==> config.mk <==
export PLATFORM = sky130hd
export DESIGN_NAME = decimal_field_formatter_top
export DESIGN_NICKNAME = d
export VERILOG_FILES = /design/src/hw/rtl/dfmt_pkg.sv /design/src/hw/rtl/dfmt_bcd_conv.sv /design/src/hw/rtl/decimal_field_formatter_top.sv
export SDC_FILE = /design/constraint.sdc
export NUM_CORES = 1
export LEC_CHECK = 0
export CAP_MARGIN = 20
export CORE_MARGIN = 4
export CORE_UTILIZATION = 51
export CTS_CLUSTER_DIAMETER = 80
export DETAILED_ROUTE_END_ITERATION = 16
export DONT_BUFFER_PORTS = 1
export PLACE_DENSITY_LB_ADDON = 0.05
export SLEW_MARGIN = 20
export SYNTH_ARGS = -nofsm -noshare
export SYNTH_HDL_FRONTEND = slang
export SYNTH_SLANG_ARGS = --single-unit
==> constraint.sdc <==
create_clock -name clk_i -period 2.09 [get_ports clk_i]
set_input_delay 0.1045 -clock clk_i [delete_from_list [all_inputs] [get_ports clk_i]]
set_output_delay 0.1045 -clock clk_i [all_outputs]
set_load 0.01 [all_outputs]
==> src/hw/rtl/dfmt_pkg.sv <==
// Shared types, constants and helpers for the decimal field formatter.
// No dependencies; used by dfmt_bcd_conv and decimal_field_formatter_top.
`default_nettype none

package dfmt_pkg;

  localparam int unsigned BinWidth  = 32;
  localparam int unsigned CodeWidth = 6;

  localparam logic [CodeWidth-1:0] CodeSpace = 6'h20;
  localparam logic [CodeWidth-1:0] CodeZero  = 6'h30;

  localparam logic [7:0] GlyphNarrow = 8'd6;
  localparam logic [7:0] GlyphWide   = 8'd8;

  typedef struct packed {
    logic busy;
    logic done;
  } conv_status_t;

  // double-dabble correction of one BCD digit
  function automatic logic [3:0] add3(input logic [3:0] d);
    add3 = (d >= 4'd5) ? 4'(d + 4'd3) : d;
  endfunction

endpackage

`default_nettype wire

==> src/hw/rtl/dfmt_bcd_conv.sv <==
// Iterative binary-to-BCD converter (shift and add-3), one bit per cycle.
// Depends on dfmt_pkg.
`default_nettype none

module dfmt_bcd_conv #(
  parameter int unsigned NumDigits = 10
) (
  input  wire                         clk_i,
  input  wire                         rst_ni,
  input  wire                         start_i,
  input  wire  [dfmt_pkg::BinWidth-1:0] value_i,
  output logic [3:0]                  digits_o [NumDigits],
  output dfmt_pkg::conv_status_t      status_o
);
  import dfmt_pkg::*;

  localparam int unsigned BcdWidth = 4 * NumDigits;
  localparam int unsigned CntWidth = $clog2(BinWidth);

  logic [BinWidth-1:0] bin_q, bin_d;
  logic [BcdWidth-1:0] bcd_q, bcd_d, bcd_adj;
  logic [CntWidth-1:0] cnt_q, cnt_d;
  logic                busy_q, busy_d;
  logic                done_q, done_d;

  always_comb begin
    for (int i = 0; i < NumDigits; i++) begin
      bcd_adj[4*i +: 4] = add3(bcd_q[4*i +: 4]);
    end
  end

  always_comb begin
    bin_d  = bin_q;
    bcd_d  = bcd_q;
    cnt_d  = cnt_q;
    busy_d = busy_q;
    done_d = 1'b0;
    if (start_i) begin
      bin_d  = value_i;
      bcd_d  = '0;
      cnt_d  = '0;
      busy_d = 1'b1;
    end else if (busy_q) begin
      bcd_d = {bcd_adj[BcdWidth-2:0], bin_q[BinWidth-1]};
      bin_d = {bin_q[BinWidth-2:0], 1'b0};
      cnt_d = CntWidth'(cnt_q + 1'b1);
      if (cnt_q == CntWidth'(BinWidth - 1)) begin
        busy_d = 1'b0;
        done_d = 1'b1;
      end
    end
  end

  always_ff @(posedge clk_i or negedge rst_ni) begin
    if (!rst_ni) begin
      busy_q <= 1'b0;
      done_q <= 1'b0;
      cnt_q  <= '0;
    end else begin
      busy_q <= busy_d;
      done_q <= done_d;
      cnt_q  <= cnt_d;
    end
  end

  always_ff @(posedge clk_i) begin
    bin_q <= bin_d;
    bcd_q <= bcd_d;
  end

  for (genvar g = 0; g < NumDigits; g++) begin : g_dig
    assign digits_o[g] = bcd_q[4*g +: 4];
  end

  assign status_o.busy = busy_q;
  assign status_o.done = done_q;

`ifndef NO_ASSERTIONS
  a_start_busy : assert property (@(posedge clk_i) disable iff (!rst_ni)
    start_i |=> busy_q && cnt_q == '0)
    else $error("converter did not start");
  a_done_end : assert property (@(posedge clk_i) disable iff (!rst_ni)
    done_q |-> !busy_q && $past(busy_q))
    else $error("done without a finished conversion");
  a_digits_bcd : assert property (@(posedge clk_i) disable iff (!rst_ni)
    done_q |-> digits_o[0] <= 4'd9)
    else $error("low digit out of BCD range");
`endif

endmodule

`default_nettype wire

==> src/hw/rtl/decimal_field_formatter_top.sv <==
// Decimal field formatter top: sequencer and output register around the BCD unit.
// Depends on dfmt_pkg and dfmt_bcd_conv.
//
// Usage:
//   s_axis carries one field request: tdata = {start_row, start_column,
//   digit_count, number} from the high bit down, tuser = font_tall.
//   m_axis carries one character per digit position, most significant first:
//   tdata = {row, column, char_code} from the high bit down, tlast on the final
//   character. Leading zeros are sent as spaces; the last digit always shows.
//   A digit_count of zero is taken and gives no characters; counts above
//   MAX_DIGITS are clamped.
// Timing: the request is taken, then the conversion runs one bit per cycle
//   through the shift/add-3 unit, and the characters follow at one per cycle
//   while the receiver does not stall. s_axis_tready is high only while no
//   request is in progress.
// Reset clears the sequencer and drops m_axis_tvalid. When the receiver stalls,
//   the pending character holds in the output register and emission waits.
`default_nettype none

module decimal_field_formatter_top #(
  parameter int unsigned MAX_DIGITS = 10
) (
  input  wire         clk_i,
  input  wire         rst_ni,
  input  wire         s_axis_tvalid_i,
  output logic        s_axis_tready_o,
  // number[31:0], digit_count[35:32], start_column[43:36], start_row[51:44]
  input  wire  [55:0] s_axis_tdata_i,
  // font_tall[0]
  input  wire         s_axis_tuser_i,
  output logic        m_axis_tvalid_o,
  input  wire         m_axis_tready_i,
  // char_code[5:0], column[13:6], row[21:14]
  output logic [23:0] m_axis_tdata_o,
  output logic        m_axis_tlast_o
);
  import dfmt_pkg::*;

  localparam int unsigned IdxWidth = (MAX_DIGITS > 1) ? $clog2(MAX_DIGITS) : 1;

  typedef enum logic [1:0] {
    ST_IDLE,
    ST_CONV,
    ST_EMIT
  } state_e;

  state_e              state_q, state_d;
  logic [3:0]          rem_q, rem_d;
  logic [7:0]          col_q, col_d;
  logic [7:0]          row_q, row_d;
  logic                wide_q, wide_d;
  logic                shown_q, shown_d;
  logic                mvalid_q, mvalid_d;
  logic [CodeWidth-1:0] code_q, code_d;
  logic [7:0]          ocol_q, ocol_d;
  logic [7:0]          orow_q, orow_d;
  logic                olast_q, olast_d;

  logic                s_fire;
  logic                emit;
  logic [3:0]          cnt_in;
  logic [3:0]          digit;
  logic                is_last;
  logic [3:0]          digits [MAX_DIGITS];
  conv_status_t        conv_status;

  assign s_axis_tready_o = (state_q == ST_IDLE);
  assign s_fire          = s_axis_tvalid_i && s_axis_tready_o;
  assign cnt_in = (s_axis_tdata_i[35:32] > 4'(MAX_DIGITS)) ? 4'(MAX_DIGITS)
                                                           : s_axis_tdata_i[35:32];

  dfmt_bcd_conv #(
    .NumDigits(MAX_DIGITS)
  ) u_conv (
    .clk_i   (clk_i),
    .rst_ni  (rst_ni),
    .start_i (s_fire && cnt_in != 4'd0),
    .value_i (s_axis_tdata_i[31:0]),
    .digits_o(digits),
    .status_o(conv_status)
  );

  assign emit    = (state_q == ST_EMIT) && (!mvalid_q || m_axis_tready_i);
  assign digit   = digits[rem_q[IdxWidth-1:0]];
  assign is_last = (rem_q == 4'd0);

  always_comb begin
    state_d  = state_q;
    rem_d    = rem_q;
    col_d    = col_q;
    row_d    = row_q;
    wide_d   = wide_q;
    shown_d  = shown_q;
    mvalid_d = mvalid_q && !m_axis_tready_i;
    code_d   = code_q;
    ocol_d   = ocol_q;
    orow_d   = orow_q;
    olast_d  = olast_q;
    unique case (state_q)
      ST_IDLE: begin
        if (s_fire && cnt_in != 4'd0) begin
          rem_d   = 4'(cnt_in - 4'd1);
          col_d   = s_axis_tdata_i[43:36];
          row_d   = s_axis_tdata_i[51:44];
          wide_d  = s_axis_tuser_i;
          shown_d = 1'b0;
          state_d = ST_CONV;
        end
      end
      ST_CONV: begin
        if (conv_status.done) begin
          state_d = ST_EMIT;
        end
      end
      ST_EMIT: begin
        if (emit) begin
          if (!shown_q && !is_last && digit == 4'd0) begin
            code_d = CodeSpace;
          end else begin
            code_d  = CodeZero + {2'b00, digit};
            shown_d = 1'b1;
          end
          mvalid_d = 1'b1;
          ocol_d   = col_q;
          orow_d   = row_q;
          olast_d  = is_last;
          col_d    = col_q + (wide_q ? GlyphWide : GlyphNarrow);
          rem_d    = 4'(rem_q - 4'd1);
          if (is_last) begin
            state_d = ST_IDLE;
          end
        end
      end
      default: state_d = ST_IDLE;
    endcase
  end

  always_ff @(posedge clk_i or negedge rst_ni) begin
    if (!rst_ni) begin
      state_q  <= ST_IDLE;
      mvalid_q <= 1'b0;
      rem_q    <= '0;
      shown_q  <= 1'b0;
      col_q    <= '0;
      row_q    <= '0;
      wide_q   <= 1'b0;
      code_q   <= '0;
      ocol_q   <= '0;
      orow_q   <= '0;
      olast_q  <= 1'b0;
    end else begin
      state_q  <= state_d;
      mvalid_q <= mvalid_d;
      rem_q    <= rem_d;
      shown_q  <= shown_d;
      col_q    <= col_d;
      row_q    <= row_d;
      wide_q   <= wide_d;
      code_q   <= code_d;
      ocol_q   <= ocol_d;
      orow_q   <= orow_d;
      olast_q  <= olast_d;
    end
  end

  assign m_axis_tvalid_o = mvalid_q;
  assign m_axis_tdata_o  = {2'b00, orow_q, ocol_q, code_q};
  assign m_axis_tlast_o  = olast_q;

`ifndef NO_ASSERTIONS
  a_done_in_conv : assert property (@(posedge clk_i) disable iff (!rst_ni)
    conv_status.done |-> state_q == ST_CONV)
    else $error("conversion finished outside CONV");
  a_zero_count : assert property (@(posedge clk_i) disable iff (!rst_ni)
    s_fire && cnt_in == 4'd0 |=> state_q == ST_IDLE && !conv_status.busy)
    else $error("empty field started work");
  a_code_range : assert property (@(posedge clk_i) disable iff (!rst_ni)
    m_axis_tvalid_o |-> code_q == CodeSpace ||
      (code_q >= CodeZero && code_q <= CodeZero + 6'd9))
    else $error("character code out of range");
  a_rem_bound : assert property (@(posedge clk_i) disable iff (!rst_ni)
    state_q == ST_EMIT |-> rem_q < 4'(MAX_DIGITS))
    else $error("digit index beyond field");
  a_last_space : assert property (@(posedge clk_i) disable iff (!rst_ni)
    m_axis_tvalid_o && m_axis_tlast_o |-> code_q != CodeSpace)
    else $error("last character blanked");
`endif

endmodule

`default_nettype wire
Word-level counts from Yosys, hierarchy flattened:

Cells that the tools add are included.

* memory bits (writable): 0
* register bits: 127
* bits in latches: 0
* ROM bits: 0
* input bits: 61
* output and inout bits: 27
* memories kept: 0

* add/subtract/negate cells: 15
* bitwise logic cells: 1
* equality and inequality tests: 8
* $lt $le $gt $ge: 12
* muxes and demuxes: 43
* divide/modulo/power cells: 0
* shift operators: 0
* reductions and logical operators: 22
* $mul: 0

Operators with widths (count)
* 2-to-1 mux 32 bit: 2
* 2-to-1 mux 4 bit: 15
* >= comparator 4 x 3 -> 1 bit (second input constant): 10
* adder 4 x 2 -> 4 bit (second input constant): 9
* binary-select mux 4 bit (select 4 bit): 1
* 2-to-1 mux 8 bit: 2
* one-hot mux 8 bit (2 select lines): 1
* 2-to-1 mux 1 bit: 11
* 2-to-1 mux 5 bit: 2
* adder 8 x 4 -> 8 bit: 1
* logical NOT 4 bit: 2
* 2-to-1 mux 2 bit: 4
* one-hot mux 4 bit (2 select lines): 1
* AND reduction 4 bit: 2
* subtractor 4 x 1 -> 4 bit (second input constant): 2
* adder 5 x 5 -> 6 bit (first input constant): 1
* logical AND 1 bit: 6
* 2-to-1 mux 6 bit: 1
* != test 2 bit (second input constant): 3
* one-hot mux 2 bit (3 select lines): 1
* adder 5 x 1 -> 5 bit (second input constant): 1
* equality test 5 bit (second input constant): 1
* >= comparator 5 bit (second input constant): 1
* inverter 4 -> 5 bit: 1
* other kinds (14): 20

Logic depth before layout (Yosys ltp):

* depth after elaboration: 9
* mapped depth: 8
* mapped depth without buffers: 8

Modules after synthesis:

From an unflattened synthesis, not the netlist that was laid out.

* cells, all modules: 671
* area, all modules: 6790.3 µm²

Modules (own cells, without submodules)
* dfmt_bcd_conv: area each 4160.2 µm², cells an instance 404, instances 1
* decimal_field_formatter_top: area each 2630.0 µm², cells an instance 267, instances 1

Least setup slack after synthesis:

No wires, ideal clock.

* kind: input -> register
* start point: input s_axis_tdata_i[35]
* end point: register u_conv.bin_q[0] (enable)
* stages: 5
* data required time: 1612 ps
* path slack: -197 ps
* arrival: 1809 ps
* cell sequence: or4_1 > nand3_1 > buf_2 > clkbuf_1 > nand2_1

* word-level cells in the longest chain between the ends: 5

RTL lines
* start, declared: line decimal_field_formatter_top.sv:28 `input wire [55:0] s_axis_tdata_i,`
* greater-than comparator 4 bit: line decimal_field_formatter_top.sv:69 `assign cnt_in = (s_axis_tdata_i[35:32] > 4'(MAX_DIGITS)) ? 4'(MAX_DIGITS)`
* 2-to-1 mux 4 bit (*): line decimal_field_formatter_top.sv:69
* nonzero test 4 bit (*): line decimal_field_formatter_top.sv:77 `.start_i (s_fire && cnt_in != 4'd0),`
* logical AND 1 bit (*): line decimal_field_formatter_top.sv:77
* nonzero test 2 bit (no source line) (*)
* end signal, assigned: line dfmt_bcd_conv.sv:67 `bin_q <= bin_d;`
* end, declared: line dfmt_bcd_conv.sv:20 `logic [BinWidth-1:0] bin_q, bin_d;`

Mark *: on every way between the ends. The rest lies on a longest branch, timed or not.
A chain may end at the register's enable or synchronous reset.

Worst setup path in the final report:

* start point: register rem_q[0]
* end point: register code_q[4]

* word-level cells in the longest chain between the ends: 7

RTL lines
* start, declared: line decimal_field_formatter_top.sv:48 `logic [3:0] rem_q, rem_d;`
* start signal, assigned: line decimal_field_formatter_top.sv:154 `rem_q <= rem_d;`
* branches (longest 6 deep; another with adder 5 x 5 -> 6 bit)
* 2-to-1 mux 6 bit (*): line decimal_field_formatter_top.sv:117 `if (!shown_q && !is_last && digit == 4'd0) begin`
* end signal, assigned: line decimal_field_formatter_top.sv:159 `code_q <= code_d;`
* end, declared: line decimal_field_formatter_top.sv:54 `logic [CodeWidth-1:0] code_q, code_d;`

Every way passes the cells marked *. The select of a mux whose other input is x is not followed.

==> results.txt <==
Outcome -> complete, no violations
DR top layer -> met4
Finished Cell Area -> 0.00778 mm^2
Post-layout minimum cycle time -> 1.96 ns
Cells after synthesis -> 703
Setup ws final -> 0.128 ns
Initial DRC Count -> 365
Rows -> 40
Wire length of the first global-routing pass -> 23800 um
Critical path required time -> 2.38 ns
Global route overflow -> 0
CP cell instances -> mux4_2 -> or2_1 -> a221oi_2 -> nand4_1 -> mux2_4
Starting Density -> 0.528
Pleak -> 3.68 nW
DP Wirelength -> 9080 um
Antenna viol nets, final -> 0
Postcts setup bufs -> 0
Synth Register Bits -> 127
Via density -> 5.32
CTS tree -> built
Final #Nets -> 844
DRC Markers -> 0
Clock sinks -> 127
Adder-Cell Fraction of Synth Area -> 0.0537
Fraction of registers with async set/reset -> 0.433
Total track usage -> 0.202
Die area -> 0.0145 mm^2
WL met3 -> 515 um
Final setup viols -> 0
Seq/Total Area, Yosys -> 0.488
Arrival time worst endpoint -> 2.25 ns
Fraction of the mapped netlist area in simple logic gates -> 0.199
Synth warn -> 0
Vias in the first global route -> 4936
Die width -> 120 um
Synth Area in Compound Gates -> 0.107
Cell family with most CP delay -> multiplexers
Setup CP Type -> flop to flop
PwrDens -> 1570 mW/mm^2
HP Class -> primary input to flop
CP bufs+invs -> 0
Clk root buf -> clkbuf_16
Per-cell routed wire length -> 14.7 um
Gpl congestion -> 0.775
Worst slew pin tran -> 0.725 ns
Slew HR -> 0.517
Unique cell type count in the Yosys netlist -> 49
Ant diodes -> 0
Dpl cell area -> 0.00662 mm^2
H-tree depth -> 4
Vias -> 4985
Drt pass-1 iters -> 4
Maximum vdd ir drop -> 0.000730 V
Initial antenna violation count -> 0
Final Hold Viols -> 0
Crit-path max cell delay -> 0.52 ns
Final WL -> 13800 um
CTS Buf Count -> 17
Post-Syn Area -> 0.00642 mm^2
Mux cell area share after synthesis -> 0.0880
Setup crit end kind -> flop
Met2 WL post-DR -> 6790 um
EDFF count, synth -> 32
Boundary Pins -> 88
DRT met1 WL -> 6360 um
Main combinational cell family by area after synthesis -> simple AND/OR/NAND/NOR gates
Xor/xnor share of the synthesized area -> 0.0218
Setup tns final -> 0 ns
Die span in y -> 120 um
Clk buf depth -> 2
CTS clk-pin slew, worst paths -> 0.06 ns
Largest net degree at the start of global routing -> 78
Skew-Pair Late Insertion Delay -> 0.41 ns
Worst path slowest cell -> mux4_2
Fmax -> 510 MHz
Core area -> 0.0122 mm^2
Clk_skew -> 0.00700 ns
Max-slew violations -> 0
Area Growth Syn to Fin -> 21.1%
Main synth FF type -> dfrtp_1
Max FO, Critical Path -> 4
Share of post-route cells with drive strength above 1 -> 0.0806
IO buf count -> 0
Max-cap violations -> 0
RSZ-0062 raised after global routing -> no
Crit share post-route -> 0.939
Place WS -> 0.0934 ns
Startpoint Class -> flop
Total Power -> 0.0122 W
Mean Syn Cell Area -> 9.14 um^2
==> cells in the mapped netlist, types with 5 or more instances <==
library cell | count | area [um^2]
nand2_1 | 205 | 769
dfrtp_1 | 55 | 1380
mux2i_1 | 46 | 460
a21oi_1 | 43 | 215
nor2_1 | 41 | 154
dfxtp_1 | 40 | 801
o21ai_0 | 35 | 175
edfxtp_1 | 32 | 961
ha_1 | 26 | 325
clkbuf_1 | 25 | 93.8
inv_1 | 25 | 93.8
nand3_1 | 15 | 75.1
nand2b_1 | 14 | 87.6
xnor2_1 | 14 | 123
a211oi_1 | 7 | 52.6
buf_2 | 7 | 35.0
nor3b_1 | 7 | 52.6
a21o_1 | 5 | 37.5
==> final timing paths <==
path | start | to | slack [ns] | depth (start not counted)
max | rem_q[0] | code_q[4] | 0.13 | 5
min | s_axis_tvalid_i | shown_q | 0.02 | 2
max reg2reg | rem_q[0] | code_q[4] | 0.13 | 5
min reg2reg | u_conv.done_q | state_q[0] | 0.46 | 1
max in group asynchronous | rst_ni | ocol_q[3] | 1.58 | 2
min in group asynchronous | rst_ni | code_q[0] | 0.23 | 2
==> cell type report <==
type	count	area, um^2
multi-input combinational	513	3030
clock inverter	12	135
tap	168	210
timing repair buffer	72	709
clock buffer	20	457
sequential	127	3140
fill	1015	4380
inverter	25	93.8
==> what timing repair did <==
action / CTS / global route
endpoints found under the hold margin: 107 / 0
hold buffers: 54 / 0
endpoints found under the setup margin: 0 / 1
resized for setup: 0 / 2
==> logic make-up after synthesis <==
| kind of cell | count (synthesis) |
|---|---|
| and+or+nand+nor | 302 |
| DFF | 127 |
| AOI/OAI and AO/OA | 115 |
| buffers and inverters | 64 |
| muxes | 51 |
| adders and majority gates | 27 |
| xor gates and xnor gates | 16 |
| other | 1 |
==> per-layer routing <==
metal,vias to the layer above,global-route usage
met3,12,0.0496
met1,2394,0.264
met2,95,0.334
met4,0,0.0574
li1,2484,-
met5,-,0
==> power by group <==
part	switching [W]	internal, W	leakage (nW)	total, W
Clock	0.00110	0.00183	0.291	0.00293
Sequential	0.000905	0.00374	1.39	0.00465
Combinational	0.00242	0.00221	2.00	0.00464
Total	0.00443	0.00779	3.68	0.0122
==> metrics by stage <==
step           cells  utilization  hold slack [ns]
6_report         937        0.640           0.0178
5_1_grt          937        0.640           0.0252
4_1_cts          937        0.639          0.00253
3_5_place_dp     851        0.545           -0.189
3_3_place_gp     851        0.545           -0.189
2_1_floorplan    704            -           -0.191
==> cells in the final DEF (no fill, tap or decap), types with 2 or more instances in the layout <==
master         count
conb_1             2
a211oi_1           7
a221oi_1           2
nand4_1            2
dfrtp_1           53
and3_1             3
nor2b_1            4
inv_1             25
o22ai_1            3
nand3_1           14
dfrtp_2            2
a21oi_1           43
a2bb2oi_1          3
ha_1              26
o21a_1             3
o211ai_1           3
xor2_1             2
bufinv_16          2
nor3_1             3
mux4_2             4
clkbuf_8           2
mux2i_1           46
nor2_1            41
and2_1             2
a31oi_1            3
clkinv_2           3
xnor2_1           14
edfxtp_1          32
nand2_1          204
o22a_1             2
inv_6              3
a21o_1             5
dfxtp_1           40
dlygate4sd3_1     53
nand2b_1          14
buf_4             16
clkinv_4           3
nor3b_1            7
clkbuf_16         17
o21ai_0           35
==> registers in the layout, indices dropped and copies added (netlist names), 2 cells and up <==
name          cells
state_q           2
rem_q             4
orow_q            8
u_conv.bcd_q     40
code_q            6
u_conv.cnt_q      5
row_q             8
u_conv.bin_q     32
ocol_q            8
col_q             8
Power figures use the tool's default switching activity.
